===== config.mk =====
export PLATFORM = sky130hd
export DESIGN_NAME = midi_timecode_quarter_frame_reader
export DESIGN_NICKNAME = d
export VERILOG_FILES = /design/src/sv/mtcqf_pkg.sv /design/src/sv/midi_timecode_quarter_frame_reader.sv
export SDC_FILE = /design/constraint.sdc
export NUM_CORES = 2
export LEC_CHECK = 0
export CAP_MARGIN = 0
export CORE_ASPECT_RATIO = 1.4
export CORE_MARGIN = 2
export CORE_UTILIZATION = 60
export CTS_CLUSTER_DIAMETER = 60
export DETAILED_ROUTE_END_ITERATION = 16
export DONT_BUFFER_PORTS = 1
export HOLD_SLACK_MARGIN = 0.15
export PLACE_DENSITY_LB_ADDON = 0.12
export SLEW_MARGIN = 20
export SYNTH_ARGS = -nofsm -noshare
export SYNTH_HDL_FRONTEND = slang
export SYNTH_SLANG_ARGS = --single-unit

===== constraint.sdc =====
create_clock -name clk -period 10.6 [get_ports clk]
set_clock_uncertainty 0.05 [all_clocks]
set_input_delay 3.18 -clock clk [delete_from_list [all_inputs] [get_ports clk]]
set_output_delay 3.18 -clock clk [all_outputs]
set_load 0.03 [all_outputs]

===== src/sv/mtcqf_pkg.sv =====
package mtcqf_pkg;

  // Event kinds on the input tuser.
  localparam logic [1:0] OP_QF     = 2'd0;
  localparam logic [1:0] OP_LOCATE = 2'd1;
  localparam logic [1:0] OP_IDLE   = 2'd2;

  // Rate codes.
  localparam logic [1:0] RATE_24   = 2'd0;
  localparam logic [1:0] RATE_25   = 2'd1;
  localparam logic [1:0] RATE_DROP = 2'd2;
  localparam logic [1:0] RATE_30   = 2'd3;

  // Register index, taken from paddr[2].
  localparam logic REG_IDLE_LIMIT = 1'b0;

  localparam int POS_W    = 56;
  localparam int DIGIT_W  = 4;
  localparam int DIGITS   = POS_W / DIGIT_W;
  localparam int CNT_W    = 4;
  localparam int REM_W    = 15;
  localparam int FRAMES_W = 22;

  localparam logic [19:0] IDLE_LIMIT_RESET = 20'd100000;
  localparam logic [23:0] IDLE_MAX         = 24'hFFFFFF;

  // floor(x / 10) for x below 4096 as (x * 6554) >> 16.
  localparam logic [24:0] DIV10_MUL   = 25'd6554;
  localparam int          DIV10_SHIFT = 16;

  localparam logic [31:0] DROP_MUL = 32'd1001;

  typedef enum logic [5:0] {
    ST_IDLE  = 6'b000001,
    ST_PREP1 = 6'b000010,
    ST_PREP2 = 6'b000100,
    ST_PREP3 = 6'b001000,
    ST_DIV   = 6'b010000,
    ST_FIN   = 6'b100000
  } state_t;

  // One frame period, round(2^32 / fps).
  function automatic logic [27:0] frame_q32(input logic [1:0] rate);
    case (rate)
      RATE_24:   return 28'd178956971;
      RATE_25:   return 28'd171798692;
      RATE_DROP: return 28'd143308742;
      default:   return 28'd143165577;
    endcase
  endfunction

  // One quarter-frame period, round(2^32 / (4 * fps)).
  function automatic logic [25:0] quarter_q32(input logic [1:0] rate);
    case (rate)
      RATE_24:   return 26'd44739243;
      RATE_25:   return 26'd42949673;
      RATE_DROP: return 26'd35827186;
      default:   return 26'd35791394;
    endcase
  endfunction

  // Frames per second used to count frames; drop frame counts at 30.
  function automatic logic [4:0] fps_count(input logic [1:0] rate);
    case (rate)
      RATE_24: return 5'd24;
      RATE_25: return 5'd25;
      default: return 5'd30;
    endcase
  endfunction

  // Divisor of the time division; drop frame divides frames * 1001 by 30000.
  function automatic logic [14:0] time_divisor(input logic [1:0] rate);
    case (rate)
      RATE_24:   return 15'd24;
      RATE_25:   return 15'd25;
      RATE_DROP: return 15'd30000;
      default:   return 15'd30;
    endcase
  endfunction

  // Half the divisor, added before the division to round half up.
  function automatic logic [14:0] time_half(input logic [1:0] rate);
    case (rate)
      RATE_24:   return 15'd12;
      RATE_25:   return 15'd12;
      RATE_DROP: return 15'd15000;
      default:   return 15'd15;
    endcase
  endfunction

endpackage


===== src/sv/midi_timecode_quarter_frame_reader.sv =====
// Channel   Direction  Handshake                 Contents
// s_*       in         s_tvalid / s_tready       one event, kind in s_tuser
// m_*       out        m_tvalid / m_tready       position, play, rate, timecode
// APB       in/out     psel, penable, pready=1   idle_limit_us at byte address 0
//
// Quarter frames that complete no timecode, idle ticks and unused kinds go from the
// idle state to the final state; locates and completing quarter frames pass the setup
// states PREP1 to PREP3, 14 radix-16 steps of serial long division and the final state.
// A new event is taken once the previous result sits in the output register.
// Reset is synchronous; the output register holds through m_tready stalls.
module midi_timecode_quarter_frame_reader
  import mtcqf_pkg::*;
(
  input  logic        clk,
  input  logic        rst,
  input  logic        s_tvalid,
  output logic        s_tready,
  // [7:0] qf_byte, [12:8] locate_hours, [18:13] locate_minutes,
  // [24:19] locate_seconds, [29:25] locate_frames, [31:30] locate_rate,
  // [51:32] idle_us, [55:52] zero
  input  logic [55:0] s_tdata,
  // [1:0] opcode
  input  logic [1:0]  s_tuser,
  output logic        m_tvalid,
  input  logic        m_tready,
  // [55:0] position_q32, [56] playing, [58:57] current_rate, [59] assembled,
  // [64:60] tc_hours, [72:65] tc_minutes, [80:73] tc_seconds,
  // [88:81] tc_frames, [95:89] zero
  output logic [95:0] m_tdata,
  input  logic        psel,
  input  logic        penable,
  input  logic        pwrite,
  input  logic [2:0]  paddr,
  input  logic [31:0] pwdata,
  output logic [31:0] prdata,
  output logic        pready
);

  state_t state;

  logic [3:0]       nib [8];
  logic [3:0]       nib_m [8];
  logic [7:0]       present;
  logic [7:0]       present_m;
  logic [POS_W-1:0] position;
  logic             play;
  logic [23:0]      idle_acc;
  logic [1:0]       rate_code;
  logic [19:0]      idle_limit;

  logic [4:0]       w_h;
  logic [7:0]       w_m;
  logic [7:0]       w_s;
  logic [7:0]       w_f;
  logic [1:0]       w_rate;
  logic             w_div;
  logic             w_assembled;

  logic [16:0]         base;
  logic [11:0]         tmin;
  logic [FRAMES_W-1:0] frames;
  logic [12:0]         dropped;
  logic [REM_W-1:0]    rem;
  logic [REM_W-1:0]    rem_next;
  logic [POS_W-1:0]    quo;
  logic [DIGIT_W-1:0]  qdig;
  logic [CNT_W-1:0]    cnt;
  logic [REM_W-1:0]    dvs;

  logic [7:0]  in_qf;
  logic [4:0]  loc_h;
  logic [5:0]  loc_m;
  logic [5:0]  loc_s;
  logic [4:0]  loc_f;
  logic [1:0]  loc_rate;
  logic [19:0] in_idle;
  logic [2:0]  piece;
  logic        qf_assemble;
  logic        need_div;
  logic [24:0] idle_sum;
  logic [23:0] idle_sat;
  logic [11:0] tdiv10;
  logic [24:0] tmin_prod;
  logic [FRAMES_W-1:0] fr;
  logic [31:0] divd_hi;
  logic [POS_W-1:0] pos_out;
  logic [88:0] out_data;
  logic        cfg_write;

  assign in_qf    = s_tdata[7:0];
  assign loc_h    = s_tdata[12:8];
  assign loc_m    = s_tdata[18:13];
  assign loc_s    = s_tdata[24:19];
  assign loc_f    = s_tdata[29:25];
  assign loc_rate = s_tdata[31:30];
  assign in_idle  = s_tdata[51:32];
  assign piece    = in_qf[6:4];

  assign s_tready = (state == ST_IDLE);
  assign m_tdata  = {7'd0, out_data};
  assign pready   = 1'b1;
  assign prdata   = (paddr[2] == REG_IDLE_LIMIT) ? {12'd0, idle_limit} : 32'd0;
  assign cfg_write = psel && penable && pwrite && pready && (paddr[2] == REG_IDLE_LIMIT);

  // Nibble store as it stands once this quarter frame is written.
  always_comb begin
    for (int i = 0; i < 8; i++) begin
      nib_m[i] = (piece == 3'(i)) ? in_qf[3:0] : nib[i];
    end
    present_m = present | (8'd1 << piece);
  end

  assign qf_assemble = (s_tuser == OP_QF) && (piece == 3'd7) && (&present_m);
  assign need_div    = (s_tuser == OP_LOCATE) || qf_assemble;
  assign idle_sum    = {1'b0, idle_acc} + 25'(in_idle);
  assign idle_sat    = idle_sum[24] ? IDLE_MAX : idle_sum[23:0];

  assign tmin_prod = 25'(tmin) * DIV10_MUL;
  assign tdiv10    = 12'(tmin_prod >> DIV10_SHIFT);
  assign fr        = frames - FRAMES_W'(dropped);
  assign divd_hi   = (w_rate == RATE_DROP) ? 32'(fr) * DROP_MUL : 32'(fr);
  assign dvs       = time_divisor(w_rate);

  // One radix-16 digit of restoring division; the partial remainder stays below dvs.
  always_comb begin
    logic [REM_W-1:0] r;
    logic [REM_W:0]   t;
    r = rem;
    for (int k = 0; k < DIGIT_W; k++) begin
      t = {r, quo[POS_W-1-k]};
      if (t >= {1'b0, dvs}) begin
        r = REM_W'(t - {1'b0, dvs});
        qdig[DIGIT_W-1-k] = 1'b1;
      end else begin
        r = t[REM_W-1:0];
        qdig[DIGIT_W-1-k] = 1'b0;
      end
    end
    rem_next = r;
  end

  always_comb begin
    if (!w_div) begin
      pos_out = position;
    end else if (w_assembled) begin
      pos_out = quo + POS_W'({frame_q32(rate_code), 1'b0});
    end else begin
      pos_out = quo;
    end
  end

  always_ff @(posedge clk) begin
    if (rst) begin
      state      <= ST_IDLE;
      for (int i = 0; i < 8; i++) begin
        nib[i] <= 4'd0;
      end
      present    <= 8'd0;
      position   <= '0;
      play       <= 1'b0;
      idle_acc   <= 24'd0;
      rate_code  <= RATE_30;
      idle_limit <= IDLE_LIMIT_RESET;
      m_tvalid   <= 1'b0;
    end else begin
      if (cfg_write) begin
        idle_limit <= pwdata[19:0];
      end
      // In the final state the output register is reloaded below instead.
      if (m_tvalid && m_tready && (state != ST_FIN)) begin
        m_tvalid <= 1'b0;
      end
      case (state)
        ST_IDLE: begin
          if (s_tvalid) begin
            w_div       <= need_div;
            w_assembled <= qf_assemble;
            case (s_tuser)
              OP_QF: begin
                nib      <= nib_m;
                present  <= (piece == 3'd7) ? 8'd0 : present_m;
                play     <= 1'b1;
                idle_acc <= 24'd0;
                position <= position + POS_W'(quarter_q32(rate_code));
                if (qf_assemble) begin
                  rate_code <= nib_m[7][2:1];
                end
                w_h    <= {nib_m[7][0], nib_m[6]};
                w_m    <= {nib_m[5], nib_m[4]};
                w_s    <= {nib_m[3], nib_m[2]};
                w_f    <= {nib_m[1], nib_m[0]};
                w_rate <= nib_m[7][2:1];
              end
              OP_LOCATE: begin
                rate_code <= loc_rate;
                w_h       <= loc_h;
                w_m       <= 8'(loc_m);
                w_s       <= 8'(loc_s);
                w_f       <= 8'(loc_f);
                w_rate    <= loc_rate;
              end
              OP_IDLE: begin
                idle_acc <= idle_sat;
                if (idle_sat > {4'd0, idle_limit}) begin
                  play <= 1'b0;
                end
              end
              default: begin
              end
            endcase
            state <= need_div ? ST_PREP1 : ST_FIN;
          end
        end
        ST_PREP1: begin
          base  <= 17'(w_h) * 17'd3600 + 17'(w_m) * 17'd60 + 17'(w_s);
          tmin  <= 12'(w_h) * 12'd60 + 12'(w_m);
          state <= ST_PREP2;
        end
        ST_PREP2: begin
          frames  <= FRAMES_W'(base) * FRAMES_W'(fps_count(w_rate)) + FRAMES_W'(w_f);
          dropped <= (w_rate == RATE_DROP) ? {tmin - tdiv10, 1'b0} : 13'd0;
          state   <= ST_PREP3;
        end
        ST_PREP3: begin
          // Dividend is frames (times 1001 for drop frame) * 2^32 plus half the divisor;
          // its top byte is always below the divisor, so it seeds the remainder directly.
          rem   <= REM_W'(divd_hi[31:24]);
          quo   <= {divd_hi[23:0], 17'd0, time_half(w_rate)};
          cnt   <= '0;
          state <= ST_DIV;
        end
        ST_DIV: begin
          rem <= rem_next;
          quo <= {quo[POS_W-DIGIT_W-1:0], qdig};
          cnt <= cnt + CNT_W'(1);
          if (cnt == CNT_W'(DIGITS - 1)) begin
            state <= ST_FIN;
          end
        end
        ST_FIN: begin
          if (!m_tvalid || m_tready) begin
            position <= pos_out;
            out_data <= {nib[1], nib[0], nib[3], nib[2], nib[5], nib[4],
                         nib[7][0], nib[6], w_assembled, rate_code, play, pos_out};
            m_tvalid <= 1'b1;
            state    <= ST_IDLE;
          end
        end
        default: begin
          state <= ST_IDLE;
        end
      endcase
    end
  end

  a_accept_blocks: assert property (@(posedge clk) disable iff (rst)
    (s_tvalid && s_tready) |=> !s_tready)
    else $error("input taken again before the event finished");

  a_rem_bound: assert property (@(posedge clk) disable iff (rst)
    (state == ST_DIV) |-> (rem < dvs))
    else $error("division remainder not below divisor");

  a_result_from_fin: assert property (@(posedge clk) disable iff (rst)
    $rose(m_tvalid) |-> $past(state == ST_FIN))
    else $error("result appeared outside the final state");

  a_assembled_clears: assert property (@(posedge clk) disable iff (rst)
    (state == ST_FIN && w_div && w_assembled) |-> (present == 8'd0))
    else $error("have-flags not cleared after assembly");

endmodule

* Word-level counts from Yosys, hierarchy flattened *
Cells that the tools add are included.

operators by class
  magnitude comparators = 5
  reduce and logical (&&, ||, !) cells = 32
  equal/unequal tests = 27
  $add $sub $neg = 14
  bitwise gates (word level) = 3
  muxes and demuxes = 60
  divide/modulo/power cells = 0
  shift-type cells = 1
  multiply operators = 6

operators with widths
  kind                                                 count
  two-way mux 56 bit                                   5
  case mux 56 bit (2 select lines)                     2
  two-way mux 26 bit                                   4
  case mux 26 bit (3 select lines)                     1
  case mux 24 bit (3 select lines)                     1
  >= comparator 16 x 15 -> 1 bit                       4
  two-way mux 15 bit                                   4
  subtractor 15 bit                                    4
  adder 56 x 26 -> 56 bit                              1
  adder 56 x 29 -> 56 bit                              1
  two-way mux 28 bit                                   2
  case mux 24 bit (2 select lines)                     1
  case mux 8 bit (2 select lines)                      3
  case mux 15 bit (3 select lines)                     1
  case mux 6 bit (6 select lines)                      1
  multiplier 22 x 10 -> 32 bit, second input constant  1
  two-way mux 32 bit                                   1
  case mux 15 bit (2 select lines)                     1
  two-way mux 4 bit                                    7
  case mux 14 bit (2 select lines)                     1
  adder 24 x 20 -> 25 bit                              1
  > comparator 24 x 20 -> 1 bit                        1
  multiplier 12 x 12 -> 24 bit, second input constant  1
  two-way mux 24 bit                                   1
  other kinds (52)                                     98

word-level totals
  register bits = 410
  latch bits = 0
  memory bits (writable) = 0
  memories = 0
  output and inout bits = 131
  memory bits (read-only) = 0
  word-level logic and storage cells = 180
  input bits = 100

* Depth between registers and ports, before layout *
  depth after elaboration = 11
  gate-level depth with buffers = 54
  gate-level depth less buffers = 47

* Worst setup path before layout *
No wires, ideal clock.

  kind = reg2reg
  from = register w_rate[1]
  to = register rem[9], data pin
  buffers on the path = 8
  cell stages (with the launch flop) = 52
  required time = 10.288 ns
  path slack = -0.506 ns
  period minus slack after synthesis = 11.106 ns
  library setup time = 0.262 ns
  arrival time = 10.794 ns
  cells stage by stage = edfxtp_1 nand2b_1 clkbuf_1 clkbuf_1 clkbuf_1 ha_1 a21o_1 a211oi_4 nand2_1 o21ai_1 clkbuf_1 mux2i_1 inv_1 ha_1 nor2b_1 o21ai_0 nand2b_1 a41oi_1 [... 16 more ...] o31ai_1 o2111ai_2 nand2_1 buf_2 buf_1 nor2_1 a21oi_1 ha_1 nor2b_1 o21ai_0 nand2b_1 and3_1 nor4_1 mux2i_2 o311ai_4 nand4_2 nand3b_1 mux2_1

on the way
  word-level cells in the longest chain between the ends = 11
  elaborated cells between the ends (all ways) = 17
  those cells by class = add/sub: 4; order compare: 4; eq/ne: 2; mux: 6; reduce/logical: 1

RTL lines
  what                                                                        RTL line                                                                              text
  start: declaration                                                          midi_timecode_quarter_frame_reader.sv:55                                              logic [1:0] w_rate;
  start signal: assignment                                                    midi_timecode_quarter_frame_reader.sv:192                                             w_rate <= nib_m[7][2:1];
  start signal: assignment                                                    midi_timecode_quarter_frame_reader.sv:200                                             w_rate <= loc_rate;
  equality test 2 bit (tied with other cells)                                 mtcqf_pkg.sv:73                                                                       case (rate)
  case mux 15 bit (3 select lines) (*)                                        mtcqf_pkg.sv:73
  subtractor 15 bit / >= comparator 16 x 15 -> 1 bit (equally long branches)  midi_timecode_quarter_frame_reader.sv:132, midi_timecode_quarter_frame_reader.sv:131
  two-way mux 15 bit                                                          midi_timecode_quarter_frame_reader.sv:131                                             if (t >= {1'b0, dvs}) begin
  subtractor 15 bit / >= comparator 16 x 15 -> 1 bit (equally long branches)  midi_timecode_quarter_frame_reader.sv:132, midi_timecode_quarter_frame_reader.sv:131
  two-way mux 15 bit                                                          midi_timecode_quarter_frame_reader.sv:131
  subtractor 15 bit / >= comparator 16 x 15 -> 1 bit (equally long branches)  midi_timecode_quarter_frame_reader.sv:132, midi_timecode_quarter_frame_reader.sv:131
  two-way mux 15 bit                                                          midi_timecode_quarter_frame_reader.sv:131
  subtractor 15 bit / >= comparator 16 x 15 -> 1 bit (equally long branches)  midi_timecode_quarter_frame_reader.sv:132, midi_timecode_quarter_frame_reader.sv:131
  two-way mux 15 bit (*)                                                      midi_timecode_quarter_frame_reader.sv:131
  case mux 15 bit (2 select lines) (*)                                        midi_timecode_quarter_frame_reader.sv:173                                             case (state)
  end signal: assignment                                                      midi_timecode_quarter_frame_reader.sv:227                                             rem <= REM_W'(divd_hi[31:24]);
  end signal: assignment                                                      midi_timecode_quarter_frame_reader.sv:233                                             rem <= rem_next;
  end: declaration                                                            midi_timecode_quarter_frame_reader.sv:63                                              logic [REM_W-1:0] rem;

Every way passes the cells marked *; elsewhere a longest branch is shown, timed or not.
A chain may end at the register's enable or synchronous reset.

* Worst setup path after layout *
  from = register w_rate[1]
  to = register rem[11], data pin

Same word-level chain as after synthesis.

==> results list <==
- Vias in the first global route: 28881
- OpenSTA, run right after detailed placement, puts the worst setup slack at 0.530 ns.
- Die Height: 293 µm
* Maximum Capacitance Violations: 0
- The number of hold violations in the final report was 0.
- Starting Density: 0.604
- For this run, the top clock speed supported by timing is 0.102 GHz.
- Setup violations remaining at the end of the flow were counted as 0.
* Later-pin clock latency in the skew report: 0.58 ns
- Number of setup buffers added after CTS: 0
- Counting flops with a built-in enable in the synthesized netlist gives 260.
- The first global-routing pass estimated 149000 µm of wire.
- By area the synthesized netlist is led by edfxtp_1 (22%), ha_1 (15%), fa_1 (12%).
- The cell sitting at the root of the clock tree is a clkbuf_16.
* Leading cell type in the layout, fill and taps excluded: ha_1
- Ant. Diodes: 0
- For this design, the sink count on the clock tree is 408.
- The layout has 4946 filler cells.
- For this design the static power due to leakage is 16.5 nW.
* Floorplan row count: 106
- Antenna violations before repair: 1
- Routability-driven placement finished with a final weighted congestion of 0.970.
- Sum of overflow across all layers after global routing: 0
- The netlist uses 87 different library cells.
* RSZ-0062 raised after global routing: false
- Measured along the x axis, the die boundary spans 211 µm.
- Of the cells placed in the final design, the portion with a size suffix greater than 1 is 0.0514.
- After detailed routing, the average wire length per cell comes to 20.0 µm.
- A synthesized cell averages 9.47 µm².
* Wire length reported by the detailed router: 91500 µm
* Type of element launching the critical path: flop
- After clock tree synthesis, the clock-pin slew on the worst setup and hold paths is 0.07 ns.
- FFs w/ async S/R, synth: 0
* DR vias/cell: 6.11
- Detail Placement HPWL: 71000 µm
- Growth of design area from synthesis to finish: 6.79%
- DRC violation total after the first TritonRoute iteration: 1783
- In this run, placement finished with an instance count of 4494.
- VDD sags by at most 0.135 mV.
- In this run the most critical hold path is launched from w_s[1].
- Post-synth top flop: edfxtp_1
- For the worst setup path, the data arrival time is 10.05 ns.
* Source of the critical timing path: w_rate[1]
- Proportion of power drawn by flip-flops and latches: 0.377
- The count of nets left with antenna violations once routing finished came out at 0.
- After synthesis the netlist holds a flip-flop and latch count of 408.
- In this design, the critical path's most frequently occurring cell is nor2b_1.
- Power spread over the standard cell area amounts to 125 nW/µm².
* Crit Reg-Reg Startpoint: w_rate[1]
- Slew at the pin closest to its max-slew limit: 1.11 ns
- The analysis attributes to net switching a power of 1.57 mW.
* Sequential area share after synthesis: 0.300
- Crit path max fanout: 12
- The core region is 59400 µm².
* Required time worst endpoint: 10.85 ns
- Once layout is complete, the cells apart from fillers number 4572.
* Synthesized area: 35900 µm²
- STA classifies the critical path endpoint as a flop.
* Post-synthesis instance total: 3793
* TritonCTS clock tree: yes
* I/O pin total: 231
* Number of pins exceeding their max-slew limit in the final report: 0
- edfxtp_1 takes more of the synthesized area than any other cell.
- Via count: 27914
- Total negative setup slack: 0 ns
- Worst-case clock buffer depth: 3
* Internal power: 3.24 mW
- Number of warning messages in the yosys log: 0
* Commonest non-fill, non-tap cells in the layout: ha_1 (439), inv_1 (354), a21oi_1 (313)
- Area share of the largest cell type after synthesis: 0.217
- Delay contributed by the slowest stage of the critical path: 0.52 ns
* Hold/Removal Path Class: flop to flop
- Dividing the final minimum period by the clock period gives 0.925.
- Of the total power, combinational logic draws 0.302.
- Entering global routing, the biggest net connects 117 pins.
- Slowest cell on the critical path: edfxtp_1
- The worst pin sits at a relative slew slack of 0.259.
* Minimum setup slack in the final design: 0.797 ns
* Clock buffers created by TritonCTS: 42
* Area of the die: 61800 µm²
- Pre-antenna DRT Iters: 6
- PortBufs: 0
* Portion of total power attributed to the clock network: 0.321
* Post-layout net count: 4542
* Total number of H-tree levels: 2
* Outcome: finished, final reports clean
- Crit Path Category: flop to flop
- DRC violations left: 0
* Fraction of power spent switching nets: 0.326
* Global Route Usage Sum: 0.298
* Final critical-path required period: 9.80 ns
logic make-up after synthesis:
family                   count (synthesis)  share of synthesized area
AO/OA/AOI/OAI                          869                      0.150
adder cells (fa/ha/maj)                660                      0.276
flip-flops                             408                      0.300
XOR/XNOR                               237                     0.0578
buffers and inverters                  503                     0.0551
multiplexers                            82                     0.0233
AND/OR/NAND/NOR                       1032                      0.137
other                                    2                   0.000209
power by group through the flow:
stage	combinational [mW]	clock, mW	sequential, mW
5_1_grt	1.63	1.62	1.81
2_1_floorplan	1.12	0	1.83
4_1_cts	1.45	1.56	1.81
3_3_place_gp	1.39	0	1.84
6_report	1.45	1.55	1.81
3_5_place_dp	1.43	0	1.84
cell type report:
type                            instances  area (µm²)  share of cell area
Multi-Input combinational cell       2900       23300               0.608
Sequential cell                       408       10800               0.281
Inverter                              357        1340              0.0350
Clock buffer                           51        1120              0.0291
Tap cell                              756         946              0.0247
Timing Repair Buffer                   73         548              0.0143
Clock inverter                         27         310             0.00809
metal layers:
metal	track usage	share of wire
met1	0.363	0.40
met2	0.528	0.50
met3	0.0620	0.071
met4	0.0958	0.031
met5	0	0.000076
critical path: cells and delay by family, from the launching register on:
kind / cells / cell delay, ns
flops: 1 / 0.52
simple gates: 20 / 3.05
mux: 2 / 0.45
fa+ha+maj: 5 / 1.55
compound gates: 16 / 3.16
buf+inv: 5 / 0.72
cell usage after synthesis, drive strengths merged, types with 29 or more instances:
cell,number
ha,439
inv,355
a21oi,315
nand2,293
nor2,278
edfxtp,260
fa,221
o21ai,196
xnor2,156
dfxtp,148
clkbuf,108
nor3,89
xor2,81
nand3,76
mux2i,72
a21o,55
and2,53
and3,49
o21bai,45
a211oi,43
buf,38
nand2b,36
nor2b,34
o211ai,29
repair_timing:
item / 4_1_cts / 5_1_grt
gates resized for setup: 0 / 5
hold buffers: 0 / 0
endpoints found under the setup margin: 0 / 16
per-stage QoR:
stage | power, mW | util | hold slack (ns) | cell area (µm²)
floorplan | 2.95 | - | 0.350 | 36000
global placement | 3.23 | 0.621 | 0.356 | 36900
detailed placement | 3.28 | 0.621 | 0.356 | 36900
CTS | 4.82 | 0.645 | 0.365 | 38300
global route | 5.07 | 0.645 | 0.373 | 38300
finish | 4.81 | 0.645 | 0.362 | 38300
state kept, by name, summed over array words and instances (netlist names), 5 cells and up, named ones only:
name        cells
out_data       89
position       56
quo            56
nib            31
idle_acc       24
frames         22
idle_limit     20
base           17
rem            15
dropped        12
tmin           12
w_f             8
w_m             8
w_s             8
present         6
state           6
w_h             5
path summary, 6_finish.rpt:
path                                 to  slack (ns)  depth (start not counted)
worst max-delay path            rem[11]        0.80                         48
worst min-delay path            base[1]        0.36                          0
worst max register to register  rem[11]        0.80                         48
worst min register to register  base[1]        0.36                          0
No activity file was read; power rests on OpenSTA's default activity.
